--- src/sv/cab_pkg.sv ---
// cab_pkg: shared constants, types and pixel helpers for the alpha blend blitter.
// Depends on nothing; every other file of the block imports it.
`default_nettype none

package cab_pkg;

    localparam int FB_BITS         = 13;
    localparam int PITCH_BITS      = 15;
    localparam int BPP_BITS        = 3;
    localparam int ALPHA_BITS      = 8;
    localparam int PIX_BITS        = 32;
    localparam int OUT_OFF_BITS    = 28;
    localparam int CFG_IDX_BITS    = 4;
    localparam int CFG_DATA_BITS   = 16;
    localparam int DEF_COORD_BITS  = 14;
    localparam int DEF_OFFSET_BITS = 28;

    localparam logic [BPP_BITS-1:0]   BPP_RESET    = 3'd4;
    localparam logic [ALPHA_BITS-1:0] ALPHA_OPAQUE = 8'hFF;
    localparam logic [7:0]            ALPHA_BYTE   = 8'hFF;

    typedef enum logic {
        KIND_START = 1'b0,
        KIND_PIXEL = 1'b1
    } item_kind_t;

    typedef enum logic [CFG_IDX_BITS-1:0] {
        REG_FB_WIDTH        = CFG_IDX_BITS'(0),
        REG_FB_HEIGHT       = CFG_IDX_BITS'(1),
        REG_ROW_PITCH       = CFG_IDX_BITS'(2),
        REG_BYTES_PER_PIXEL = CFG_IDX_BITS'(3)
    } cfg_reg_t;

    // Raster position and latched rectangle context
    typedef struct packed {
        logic                  active;
        logic                  last;
        logic [FB_BITS-1:0]    row;
        logic [FB_BITS-1:0]    col;
        logic [FB_BITS-1:0]    clip_w;
        logic [FB_BITS-1:0]    clip_h;
        logic [FB_BITS-1:0]    dst_row;
        logic [FB_BITS-1:0]    dst_x0;
        logic [ALPHA_BITS-1:0] alpha;
    } rect_ctx_t;

    // Out-of-range pixel sizes behave as four bytes
    function automatic logic [BPP_BITS-1:0] pixel_size(input logic [BPP_BITS-1:0] bpp);
        logic [BPP_BITS-1:0] size;
        if (bpp inside {[3'd1:3'd4]}) begin
            size = bpp;
        end else begin
            size = 3'd4;
        end
        return size;
    endfunction

    function automatic logic [PIX_BITS-1:0] pixel_mask(input logic [BPP_BITS-1:0] size);
        logic [PIX_BITS-1:0] mask;
        case (size)
            3'd1:    mask = 32'h0000_00FF;
            3'd2:    mask = 32'h0000_FFFF;
            3'd3:    mask = 32'h00FF_FFFF;
            default: mask = 32'hFFFF_FFFF;
        endcase
        return mask;
    endfunction

    // (s*a + d*(255-a)) / 255, divide done as (x + (x>>8) + 1) >> 8, exact up to 255*255
    function automatic logic [7:0] blend_channel(input logic [7:0] s, input logic [7:0] d,
                                                 input logic [ALPHA_BITS-1:0] a);
        logic [15:0] acc;
        logic [15:0] quo;
        acc = 16'(s) * 16'(a) + 16'(d) * 16'(ALPHA_OPAQUE - a);
        quo = (acc + {8'd0, acc[15:8]} + 16'd1) >> 8;
        return quo[7:0];
    endfunction

endpackage

`default_nettype wire

--- src/sv/cab_blend.sv ---
// cab_blend: per-pixel constant alpha blend or copy, masked to the pixel size.
// Depends on cab_pkg.
`default_nettype none

module cab_blend
    import cab_pkg::*;
(
    input  wire logic [PIX_BITS-1:0]   src_px,
    input  wire logic [PIX_BITS-1:0]   dst_px,
    input  wire logic [ALPHA_BITS-1:0] alpha,
    input  wire logic [BPP_BITS-1:0]   bpp_cfg,
    output logic      [PIX_BITS-1:0]   pixel_out
);

    logic [PIX_BITS-1:0] mask;
    logic [PIX_BITS-1:0] src_m;
    logic [PIX_BITS-1:0] dst_m;
    logic [PIX_BITS-1:0] mixed;

    assign mask  = pixel_mask(pixel_size(bpp_cfg));
    assign src_m = src_px & mask;
    assign dst_m = dst_px & mask;

    always_comb begin
        mixed = {ALPHA_BYTE, 24'd0};
        for (int ch = 0; ch < 3; ch++) begin
            mixed[8*ch +: 8] = blend_channel(src_m[8*ch +: 8], dst_m[8*ch +: 8], alpha);
        end
    end

    assign pixel_out = (alpha == ALPHA_OPAQUE) ? src_m : (mixed & mask);

endmodule

`default_nettype wire

--- src/sv/cab_addr.sv ---
// cab_addr: destination and source byte offsets of the current raster position.
// Depends on cab_pkg; offsets wrap modulo 2^OFFSET_BITS.
`default_nettype none

module cab_addr
    import cab_pkg::*;
#(
    parameter int COORD_BITS  = DEF_COORD_BITS,
    parameter int OFFSET_BITS = DEF_OFFSET_BITS
) (
    input  wire logic        [FB_BITS-1:0]     dst_row,
    input  wire logic        [FB_BITS-1:0]     dst_x0,
    input  wire logic        [FB_BITS-1:0]     col,
    input  wire logic        [PITCH_BITS-1:0]  row_pitch,
    input  wire logic        [BPP_BITS-1:0]    bpp_cfg,
    input  wire logic        [OFFSET_BITS-1:0] src_row,
    input  wire logic signed [COORD_BITS:0]    src_x0,
    output logic             [OFFSET_BITS-1:0] dst_off,
    output logic             [OFFSET_BITS-1:0] src_off
);

    // Multiply by a pixel size of one to four bytes with shifts and one add
    function automatic logic [OFFSET_BITS-1:0] scale(input logic [OFFSET_BITS-1:0] x,
                                                     input logic [BPP_BITS-1:0] size);
        logic [OFFSET_BITS-1:0] y;
        case (size)
            3'd1:    y = x;
            3'd2:    y = x << 1;
            3'd3:    y = (x << 1) + x;
            default: y = x << 2;
        endcase
        return y;
    endfunction

    logic [BPP_BITS-1:0]           size;
    logic [FB_BITS+PITCH_BITS-1:0] dst_prod;
    logic [FB_BITS:0]              dst_x;
    logic [OFFSET_BITS-1:0]        src_pos;

    assign size     = pixel_size(bpp_cfg);
    assign dst_prod = dst_row * row_pitch;
    assign dst_x    = {1'b0, dst_x0} + {1'b0, col};
    assign dst_off  = OFFSET_BITS'(dst_prod) + scale(OFFSET_BITS'(dst_x), size);

    assign src_pos  = src_row + OFFSET_BITS'(src_x0) + OFFSET_BITS'(col);
    assign src_off  = scale(src_pos, size);

endmodule

`default_nettype wire

--- src/sv/cab_rect_ctrl.sv ---
// cab_rect_ctrl: clips a start item against the framebuffer and walks the raster.
// Depends on cab_pkg.
`default_nettype none

module cab_rect_ctrl
    import cab_pkg::*;
#(
    parameter int COORD_BITS  = DEF_COORD_BITS,
    parameter int OFFSET_BITS = DEF_OFFSET_BITS
) (
    input  wire logic                          aclk,
    input  wire logic                          aresetn,
    input  wire logic                          go,
    input  wire item_kind_t                    kind,
    input  wire logic signed [COORD_BITS-1:0]  src_x,
    input  wire logic signed [COORD_BITS-1:0]  src_y,
    input  wire logic signed [COORD_BITS-1:0]  rect_width,
    input  wire logic signed [COORD_BITS-1:0]  rect_height,
    input  wire logic signed [COORD_BITS-1:0]  dest_x,
    input  wire logic signed [COORD_BITS-1:0]  dest_y,
    input  wire logic        [ALPHA_BITS-1:0]  alpha,
    input  wire logic        [FB_BITS-1:0]     fb_width,
    input  wire logic        [FB_BITS-1:0]     fb_height,
    output rect_ctx_t                          ctx,
    output logic             [OFFSET_BITS-1:0] src_row,
    output logic signed      [COORD_BITS:0]    src_x0
);

    localparam int CLIP_W = ((COORD_BITS > FB_BITS) ? COORD_BITS : FB_BITS) + 2;

    logic signed [CLIP_W-1:0] sx_e, sy_e, w_e, h_e, dx_e, dy_e, fbw_e, fbh_e;
    logic signed [CLIP_W-1:0] sx_c, sy_c, w1, h1, dx_c, dy_c, w2, h2;
    logic signed [CLIP_W+COORD_BITS-1:0] start_prod;
    logic empty;
    logic row_end;
    logic is_last;

    logic                          active_reg,  active_next;
    logic [FB_BITS-1:0]            row_reg,     row_next;
    logic [FB_BITS-1:0]            col_reg,     col_next;
    logic [FB_BITS-1:0]            clip_w_reg,  clip_w_next;
    logic [FB_BITS-1:0]            clip_h_reg,  clip_h_next;
    logic [FB_BITS-1:0]            dst_row_reg, dst_row_next;
    logic [FB_BITS-1:0]            dst_x0_reg,  dst_x0_next;
    logic [ALPHA_BITS-1:0]         alpha_reg,   alpha_next;
    logic [OFFSET_BITS-1:0]        src_row_reg, src_row_next;
    logic signed [COORD_BITS:0]    src_x0_reg,  src_x0_next;
    logic signed [COORD_BITS-1:0]  stride_reg,  stride_next;

    // Clip left/top, then right/bottom
    always_comb begin
        sx_e  = CLIP_W'(src_x);
        sy_e  = CLIP_W'(src_y);
        w_e   = CLIP_W'(rect_width);
        h_e   = CLIP_W'(rect_height);
        dx_e  = CLIP_W'(dest_x);
        dy_e  = CLIP_W'(dest_y);
        fbw_e = CLIP_W'(fb_width);
        fbh_e = CLIP_W'(fb_height);

        sx_c = sx_e;  w1 = w_e;  dx_c = dx_e;
        if (dx_e < 0) begin
            sx_c = sx_e - dx_e;
            w1   = w_e + dx_e;
            dx_c = '0;
        end
        sy_c = sy_e;  h1 = h_e;  dy_c = dy_e;
        if (dy_e < 0) begin
            sy_c = sy_e - dy_e;
            h1   = h_e + dy_e;
            dy_c = '0;
        end
        w2 = (dx_c + w1 > fbw_e) ? fbw_e - dx_c : w1;
        h2 = (dy_c + h1 > fbh_e) ? fbh_e - dy_c : h1;
        empty = (alpha == '0) || (w2 <= 0) || (h2 <= 0);
    end

    assign start_prod = sy_c * rect_width;

    assign row_end = (col_reg == clip_w_reg - FB_BITS'(1));
    assign is_last = row_end && (row_reg == clip_h_reg - FB_BITS'(1));

    always_comb begin
        active_next  = active_reg;
        row_next     = row_reg;
        col_next     = col_reg;
        clip_w_next  = clip_w_reg;
        clip_h_next  = clip_h_reg;
        dst_row_next = dst_row_reg;
        dst_x0_next  = dst_x0_reg;
        alpha_next   = alpha_reg;
        src_row_next = src_row_reg;
        src_x0_next  = src_x0_reg;
        stride_next  = stride_reg;
        if (go) begin
            if (kind == KIND_START) begin
                // A start drops whatever rectangle was in flight
                active_next  = !empty;
                row_next     = '0;
                col_next     = '0;
                clip_w_next  = w2[FB_BITS-1:0];
                clip_h_next  = h2[FB_BITS-1:0];
                dst_row_next = dy_c[FB_BITS-1:0];
                dst_x0_next  = dx_c[FB_BITS-1:0];
                alpha_next   = alpha;
                src_row_next = OFFSET_BITS'(start_prod);
                src_x0_next  = sx_c[COORD_BITS:0];
                stride_next  = rect_width;
            end else if (active_reg) begin
                if (is_last) begin
                    active_next = 1'b0;
                    row_next    = '0;
                    col_next    = '0;
                end else if (row_end) begin
                    col_next     = '0;
                    row_next     = row_reg + FB_BITS'(1);
                    dst_row_next = dst_row_reg + FB_BITS'(1);
                    src_row_next = src_row_reg + OFFSET_BITS'(stride_reg);
                end else begin
                    col_next = col_reg + FB_BITS'(1);
                end
            end
        end
    end

    always_ff @(posedge aclk) begin
        if (!aresetn) begin
            active_reg <= 1'b0;
            row_reg    <= '0;
            col_reg    <= '0;
        end else begin
            active_reg <= active_next;
            row_reg    <= row_next;
            col_reg    <= col_next;
        end
    end

    always_ff @(posedge aclk) begin
        clip_w_reg  <= clip_w_next;
        clip_h_reg  <= clip_h_next;
        dst_row_reg <= dst_row_next;
        dst_x0_reg  <= dst_x0_next;
        alpha_reg   <= alpha_next;
        src_row_reg <= src_row_next;
        src_x0_reg  <= src_x0_next;
        stride_reg  <= stride_next;
    end

    assign ctx.active  = active_reg;
    assign ctx.last    = is_last;
    assign ctx.row     = row_reg;
    assign ctx.col     = col_reg;
    assign ctx.clip_w  = clip_w_reg;
    assign ctx.clip_h  = clip_h_reg;
    assign ctx.dst_row = dst_row_reg;
    assign ctx.dst_x0  = dst_x0_reg;
    assign ctx.alpha   = alpha_reg;
    assign src_row     = src_row_reg;
    assign src_x0      = src_x0_reg;

endmodule

`default_nettype wire

--- src/sv/clipped_alpha_blend_blitter.sv ---
// clipped_alpha_blend_blitter: top level of the clipped constant alpha blend blitter.
// Depends on cab_pkg, cab_rect_ctrl, cab_addr and cab_blend.
//
//  channel   direction  handshake               payload
//  s_*       in         s_valid / s_ready       kind, rectangle, alpha, src/dst pixel
//  m_*       out        m_valid / m_ready       dst_offset, src_offset, pixel_out, last
//  cfg_*     in         cfg_valid / cfg_ready   cfg_index, cfg_data
//
// One item per clock sustained while m_ready stays high. A transfer lands in the input
// register; once the result register is free, clip/raster control, offset arithmetic
// and blend move it into the result register, which raises m_valid for a pixel item in
// an active rectangle. Reset (synchronous, aresetn low) clears the pipeline valids, the
// rectangle and the registers to their defaults. A stalled result holds; the input
// register still takes one more transfer, then s_ready drops. cfg_ready is always high.
`default_nettype none

module clipped_alpha_blend_blitter
    import cab_pkg::*;
#(
    parameter int COORD_BITS  = DEF_COORD_BITS,
    parameter int OFFSET_BITS = DEF_OFFSET_BITS
) (
    input  wire logic                         aclk,
    input  wire logic                         aresetn,

    input  wire logic                         s_valid,
    output logic                              s_ready,
    input  wire logic                         s_kind,
    input  wire logic signed [COORD_BITS-1:0] s_src_x,
    input  wire logic signed [COORD_BITS-1:0] s_src_y,
    input  wire logic signed [COORD_BITS-1:0] s_rect_width,
    input  wire logic signed [COORD_BITS-1:0] s_rect_height,
    input  wire logic signed [COORD_BITS-1:0] s_dest_x,
    input  wire logic signed [COORD_BITS-1:0] s_dest_y,
    input  wire logic        [ALPHA_BITS-1:0] s_alpha,
    input  wire logic        [PIX_BITS-1:0]   s_src_px,
    input  wire logic        [PIX_BITS-1:0]   s_dst_px,

    output logic                              m_valid,
    input  wire logic                         m_ready,
    output logic             [OUT_OFF_BITS-1:0] m_dst_offset,
    output logic             [OUT_OFF_BITS-1:0] m_src_offset,
    output logic             [PIX_BITS-1:0]   m_pixel_out,
    output logic                              m_last,

    input  wire logic                         cfg_valid,
    output logic                              cfg_ready,
    input  wire logic        [CFG_IDX_BITS-1:0]  cfg_index,
    input  wire logic        [CFG_DATA_BITS-1:0] cfg_data
);

    // ---------------- configuration registers ----------------
    logic [FB_BITS-1:0]    fb_width_reg;
    logic [FB_BITS-1:0]    fb_height_reg;
    logic [PITCH_BITS-1:0] row_pitch_reg;
    logic [BPP_BITS-1:0]   bpp_reg;

    assign cfg_ready = 1'b1;

    always_ff @(posedge aclk) begin
        if (!aresetn) begin
            fb_width_reg  <= '0;
            fb_height_reg <= '0;
            row_pitch_reg <= '0;
            bpp_reg       <= BPP_RESET;
        end else if (cfg_valid && cfg_ready) begin
            case (cfg_reg_t'(cfg_index))
                REG_FB_WIDTH:        fb_width_reg  <= cfg_data[FB_BITS-1:0];
                REG_FB_HEIGHT:       fb_height_reg <= cfg_data[FB_BITS-1:0];
                REG_ROW_PITCH:       row_pitch_reg <= cfg_data[PITCH_BITS-1:0];
                REG_BYTES_PER_PIXEL: bpp_reg       <= cfg_data[BPP_BITS-1:0];
                default: ;  // drop writes beyond the register list
            endcase
        end
    end

    // ---------------- input register ----------------
    logic                         in_valid_reg;
    item_kind_t                   in_kind_reg;
    logic signed [COORD_BITS-1:0] in_src_x_reg, in_src_y_reg;
    logic signed [COORD_BITS-1:0] in_rect_w_reg, in_rect_h_reg;
    logic signed [COORD_BITS-1:0] in_dest_x_reg, in_dest_y_reg;
    logic        [ALPHA_BITS-1:0] in_alpha_reg;
    logic        [PIX_BITS-1:0]   in_src_pix_reg, in_dst_pix_reg;

    logic m_valid_reg;
    logic advance;   // result register free to load this edge
    logic in_go;     // input register item processed this edge
    logic produce;

    assign advance = !m_valid_reg || m_ready;
    assign in_go   = in_valid_reg && advance;
    assign s_ready = !in_valid_reg || advance;

    always_ff @(posedge aclk) begin
        if (!aresetn) begin
            in_valid_reg <= 1'b0;
        end else if (s_ready) begin
            in_valid_reg <= s_valid;
        end
    end

    // Capture payload on every transfer
    always_ff @(posedge aclk) begin
        if (s_valid && s_ready) begin
            in_kind_reg    <= item_kind_t'(s_kind);
            in_src_x_reg   <= s_src_x;
            in_src_y_reg   <= s_src_y;
            in_rect_w_reg  <= s_rect_width;
            in_rect_h_reg  <= s_rect_height;
            in_dest_x_reg  <= s_dest_x;
            in_dest_y_reg  <= s_dest_y;
            in_alpha_reg   <= s_alpha;
            in_src_pix_reg <= s_src_px;
            in_dst_pix_reg <= s_dst_px;
        end
    end

    // ---------------- single pass logic ----------------
    rect_ctx_t                     ctx;
    logic [OFFSET_BITS-1:0]        src_row;
    logic signed [COORD_BITS:0]    src_x0;
    logic [OFFSET_BITS-1:0]        dst_off;
    logic [OFFSET_BITS-1:0]        src_off;
    logic [PIX_BITS-1:0]           pixel;

    cab_rect_ctrl #(
        .COORD_BITS  (COORD_BITS),
        .OFFSET_BITS (OFFSET_BITS)
    ) u_ctrl (
        .aclk        (aclk),
        .aresetn     (aresetn),
        .go          (in_go),
        .kind        (in_kind_reg),
        .src_x       (in_src_x_reg),
        .src_y       (in_src_y_reg),
        .rect_width  (in_rect_w_reg),
        .rect_height (in_rect_h_reg),
        .dest_x      (in_dest_x_reg),
        .dest_y      (in_dest_y_reg),
        .alpha       (in_alpha_reg),
        .fb_width    (fb_width_reg),
        .fb_height   (fb_height_reg),
        .ctx         (ctx),
        .src_row     (src_row),
        .src_x0      (src_x0)
    );

    cab_addr #(
        .COORD_BITS  (COORD_BITS),
        .OFFSET_BITS (OFFSET_BITS)
    ) u_addr (
        .dst_row   (ctx.dst_row),
        .dst_x0    (ctx.dst_x0),
        .col       (ctx.col),
        .row_pitch (row_pitch_reg),
        .bpp_cfg   (bpp_reg),
        .src_row   (src_row),
        .src_x0    (src_x0),
        .dst_off   (dst_off),
        .src_off   (src_off)
    );

    cab_blend u_blend (
        .src_px    (in_src_pix_reg),
        .dst_px    (in_dst_pix_reg),
        .alpha     (ctx.alpha),
        .bpp_cfg   (bpp_reg),
        .pixel_out (pixel)
    );

    // Only a pixel item inside an active rectangle yields a result
    assign produce = in_go && (in_kind_reg == KIND_PIXEL) && ctx.active;

    // ---------------- result register ----------------
    logic [OUT_OFF_BITS-1:0] m_dst_off_reg;
    logic [OUT_OFF_BITS-1:0] m_src_off_reg;
    logic [PIX_BITS-1:0]     m_pixel_reg;
    logic                    m_last_reg;

    always_ff @(posedge aclk) begin
        if (!aresetn) begin
            m_valid_reg <= 1'b0;
        end else if (advance) begin
            m_valid_reg <= produce;
        end
    end

    always_ff @(posedge aclk) begin
        if (advance && produce) begin
            m_dst_off_reg <= OUT_OFF_BITS'(dst_off);
            m_src_off_reg <= OUT_OFF_BITS'(src_off);
            m_pixel_reg   <= pixel;
            m_last_reg    <= ctx.last;
        end
    end

    assign m_valid      = m_valid_reg;
    assign m_dst_offset = m_dst_off_reg;
    assign m_src_offset = m_src_off_reg;
    assign m_pixel_out  = m_pixel_reg;
    assign m_last       = m_last_reg;

    // ---------------- assertions ----------------
    // The final pixel closes the rectangle
    a_last_closes: assert property (@(posedge aclk) disable iff (!aresetn)
        (in_go && (in_kind_reg == KIND_PIXEL) && ctx.active && ctx.last) |=> !ctx.active)
        else $error("rectangle still active after its last pixel");

    // A start with zero alpha leaves the block idle
    a_alpha_zero_idle: assert property (@(posedge aclk) disable iff (!aresetn)
        (in_go && (in_kind_reg == KIND_START) && (in_alpha_reg == '0)) |=> !ctx.active)
        else $error("zero alpha start opened a rectangle");

    // Raster position stays inside the clipped rectangle
    a_pos_in_rect: assert property (@(posedge aclk) disable iff (!aresetn)
        ctx.active |-> ((ctx.row < ctx.clip_h) && (ctx.col < ctx.clip_w)))
        else $error("raster position outside clipped rectangle");

endmodule

`default_nettype wire
--- config.mk ---
export PLATFORM = sky130hd
export DESIGN_NAME = clipped_alpha_blend_blitter
export DESIGN_NICKNAME = d
export VERILOG_FILES = /design/src/sv/cab_pkg.sv /design/src/sv/cab_blend.sv /design/src/sv/cab_addr.sv /design/src/sv/cab_rect_ctrl.sv /design/src/sv/clipped_alpha_blend_blitter.sv
export SDC_FILE = /design/constraint.sdc
export NUM_CORES = 2
export LEC_CHECK = 0
export BUFFER_PORTS_ARGS = -buffer_cell sky130_fd_sc_hd__buf_2
export CORE_AREA = 3 3 384 272
export DETAILED_ROUTE_END_ITERATION = 12
export DIE_AREA = 0 0 387 275
export HOLD_SLACK_MARGIN = 0.08
export PLACE_DENSITY = 0.8
export SYNTH_ARGS = -nofsm -noshare
export SYNTH_HDL_FRONTEND = slang
export SYNTH_SLANG_ARGS = --single-unit
--- constraint.sdc ---
create_clock -name aclk -period 10.6 [get_ports aclk]
set_input_delay 1.06 -clock aclk [delete_from_list [all_inputs] [get_ports aclk]]
set_output_delay 1.06 -clock aclk [all_outputs]
set_load 0.01 [all_outputs]
==> flow_summary.toml <==
[setup_path]
max_stage_delay_ns = 0.74
critPathTopFamily = "adder cells"
criticalPathCategory = "reg2reg"
crit_path_top_delay_cell = "a21o_2"
rr_worst_depth = 30
r2r_start = "bpp_reg[0]"
critPathLaunchType = "flip-flop"
reg2reg_to = "m_pixel_out[17]"
critPathBufInv = 4
critPathMaxFanout = 49
crit_arrival_ns = 9.71
endpoint_kind = "flip-flop"
critPathRequiredTime_ns = 10.96
cpMostUsedCell = "fa_1"
reg2reg_slack_ns = 1.25

[logic_synthesis]
synth_edf_count = 355
synth_seq_area_share_pct = 21.5
ys.flop_type = "edfxtp_1"
syn_avg_cell_area_um2 = 9.33
synth_cells = 6055
ys_warn_count = 0
netlist_area_um2 = 56500
async_flop_share_pct = 0
yosys_register_bits = 428
yosysUniqueCellTypes = 85

[detailed_routing]
highest_layer = "met5"
dr_wl_met3_um = 17200
vias_per_cell = 5.88
met2_length_um = 64400
drt-wirelength-per-cell_um = 20.2
drt_iter0_drc = 4540
drtPass1Iterations = 6
m1WireLength_um = 67300
drc = 0
num_vias = 44800
ant_nets = 0
drt-total-wl_um = 154000

[timing]
skew_ns = 0.0545
rsz0062_at_grt = "false"
period_share_pct = 88.2
setup_violations = 0
final-max-slew-violation-count = 0
worst_pin_slew_ns = 1.20
slew-limit-headroom_pct = 20.3
period_minus_slack_ns = 9.35
fmax_mhz = 107
hold_viol = 0
setup_tns_ns = 0
fin_ws_ns = 1.25

[floorplanning]
coreArea_um2 = 101000
num_rows = 98
io_pins = 274
die_y_um = 275
die_w_um = 387
die_area_um2 = 106000
start_util_pct = 55.7

[finish]
fin_nets = 7695
drive_gt1_share_pct = 8.89
final_core_util_pct = 60.1
regArea_um2 = 12100
multi_input_area_um2 = 40100
fillers = 8279
layout_common_cells = "inv_1 (942), fa_1 (671), nand2_1 (621), ha_1 (619), edfxtp_1 (355)"
layout_commonest_cell = "inv_1"
area_growth_pct = 7.94

[worst_hold_path]
min_from = "in_alpha_reg[4]"
hold_depth = 0
hold-path-endpoint = "u_ctrl.alpha_reg[4]"
hold_class = "reg2reg"

[clock_network]
cts_tree = "yes"
h-tree-depth = 2
clkLatencyLatePin_ns = 0.67
cts_resized = 0
cts_setup_buffers = 0
cts_buffer_depth = 3
cts-hold-fix-buffers = 0
clk_root_buffer_cell = "clkbuf_16"
cts_buffers = 49
path_clk_slew_ns = 0.07
cts_sinks = 428

[job]
maxCapViolations = 0

[global_routing]
grt_pass1_wl_um = 244000
gr-total-overflow = 0
grt_usage_pct = 28.9
grt_max_degree = 77
antenna_found_initial = 11
grt_pass1_vias = 44400

[placement]
portBuffers = 263
dp_hpwl_um = 122000
place_congestion = 0.963
pre_cts_ws_ns = 1.41

[outcome]
outcome = "complete, no violations"
==> worst max path at each step <==
stage                     start            endpoint  slack (ns)  cells past startpoint
6_report             bpp_reg[0]     m_pixel_out[17]        1.25                     30
5_1_grt        in_dest_y_reg[1]  u_ctrl.src_row[27]        0.70                     33
4_1_cts              bpp_reg[0]     m_pixel_out[17]        1.38                     29
3_5_place_dp         bpp_reg[0]     m_pixel_out[17]        1.41                     29
3_3_place_gp         bpp_reg[0]     m_pixel_out[17]        1.53                     30
2_1_floorplan        bpp_reg[2]     m_pixel_out[15]        2.37                     38
==> cell type report <==
type	count	share of cell area, %
Multi-Input combinational cell	4480	65.8
Sequential cell	428	19.9
Inverter	943	5.80
Timing Repair Buffer	321	2.93
Tap cell	1350	2.77
Clock buffer	58	2.10
Clock inverter	34	0.669
Antenna cell	5	0.0205
==> cell usage after synthesis, drive strengths merged, types with 61 or more instances <==
library cell | n | share of area (%)
a21oi | 250 | 2.2
xnor2 | 217 | 3.4
nand2 | 621 | 4.1
and3 | 104 | 1.2
fa | 671 | 24
o21ai | 194 | 1.7
xor2 | 107 | 1.7
dfxtp | 73 | 2.6
nor3 | 81 | 0.72
edfxtp | 355 | 19
o21a | 61 | 0.81
nor2b | 96 | 1.1
clkbuf | 181 | 1.2
or2 | 70 | 0.77
ha | 619 | 14
inv | 943 | 6.3
and2 | 186 | 2.1
nand3 | 111 | 0.98
nor2 | 350 | 2.3
a21o | 83 | 1.1
==> cell families (layout without fill, tap and decap cells) <==
kind of cell	count (synthesis)	count (layout)	synth area share [%]
and+or+nand+nor	1784	1784	15.2
adders and majority gates	1292	1292	37.5
buffers and inverters	1151	1356	7.66
AOI/OAI and AO/OA	986	986	11.5
DFF	428	428	21.5
xor gates and xnor gates	324	324	5.02
muxes	88	88	1.66
other	2	11	0.0133
==> per-stage QoR <==
step                cell area (µm²)  cells  hold WS [ns]
CTS                           61000   7614         0.455
global route                  61000   7618         0.460
floorplan                     56500   6059         0.427
detailed placement            59300   7522         0.441
finish                        61000   7619         0.454
global placement              59300   7522         0.436
==> per-layer routing <==
metal | global-route usage (%) | vias up
met2 | 43.1 | 2222
met5 | 0 | -
met3 | 6.66 | 319
met4 | 8.26 | 4
li1 | - | 20500
met1 | 42.1 | 21800
==> worst reg2reg max path, delay by kind of cell, from the launching register on <==
family	cells	cell delay [ns]
AOI/OAI and AO/OA	8	2.46
xor gates and xnor gates	2	0.48
adders and majority gates	10	4.03
buffers and inverters	4	0.39
DFF	1	0.31
and+or+nand+nor	6	1.44
Power is not shown: default switching activity piles up to over one toggle a cycle in this logic, so the estimate is an artifact.
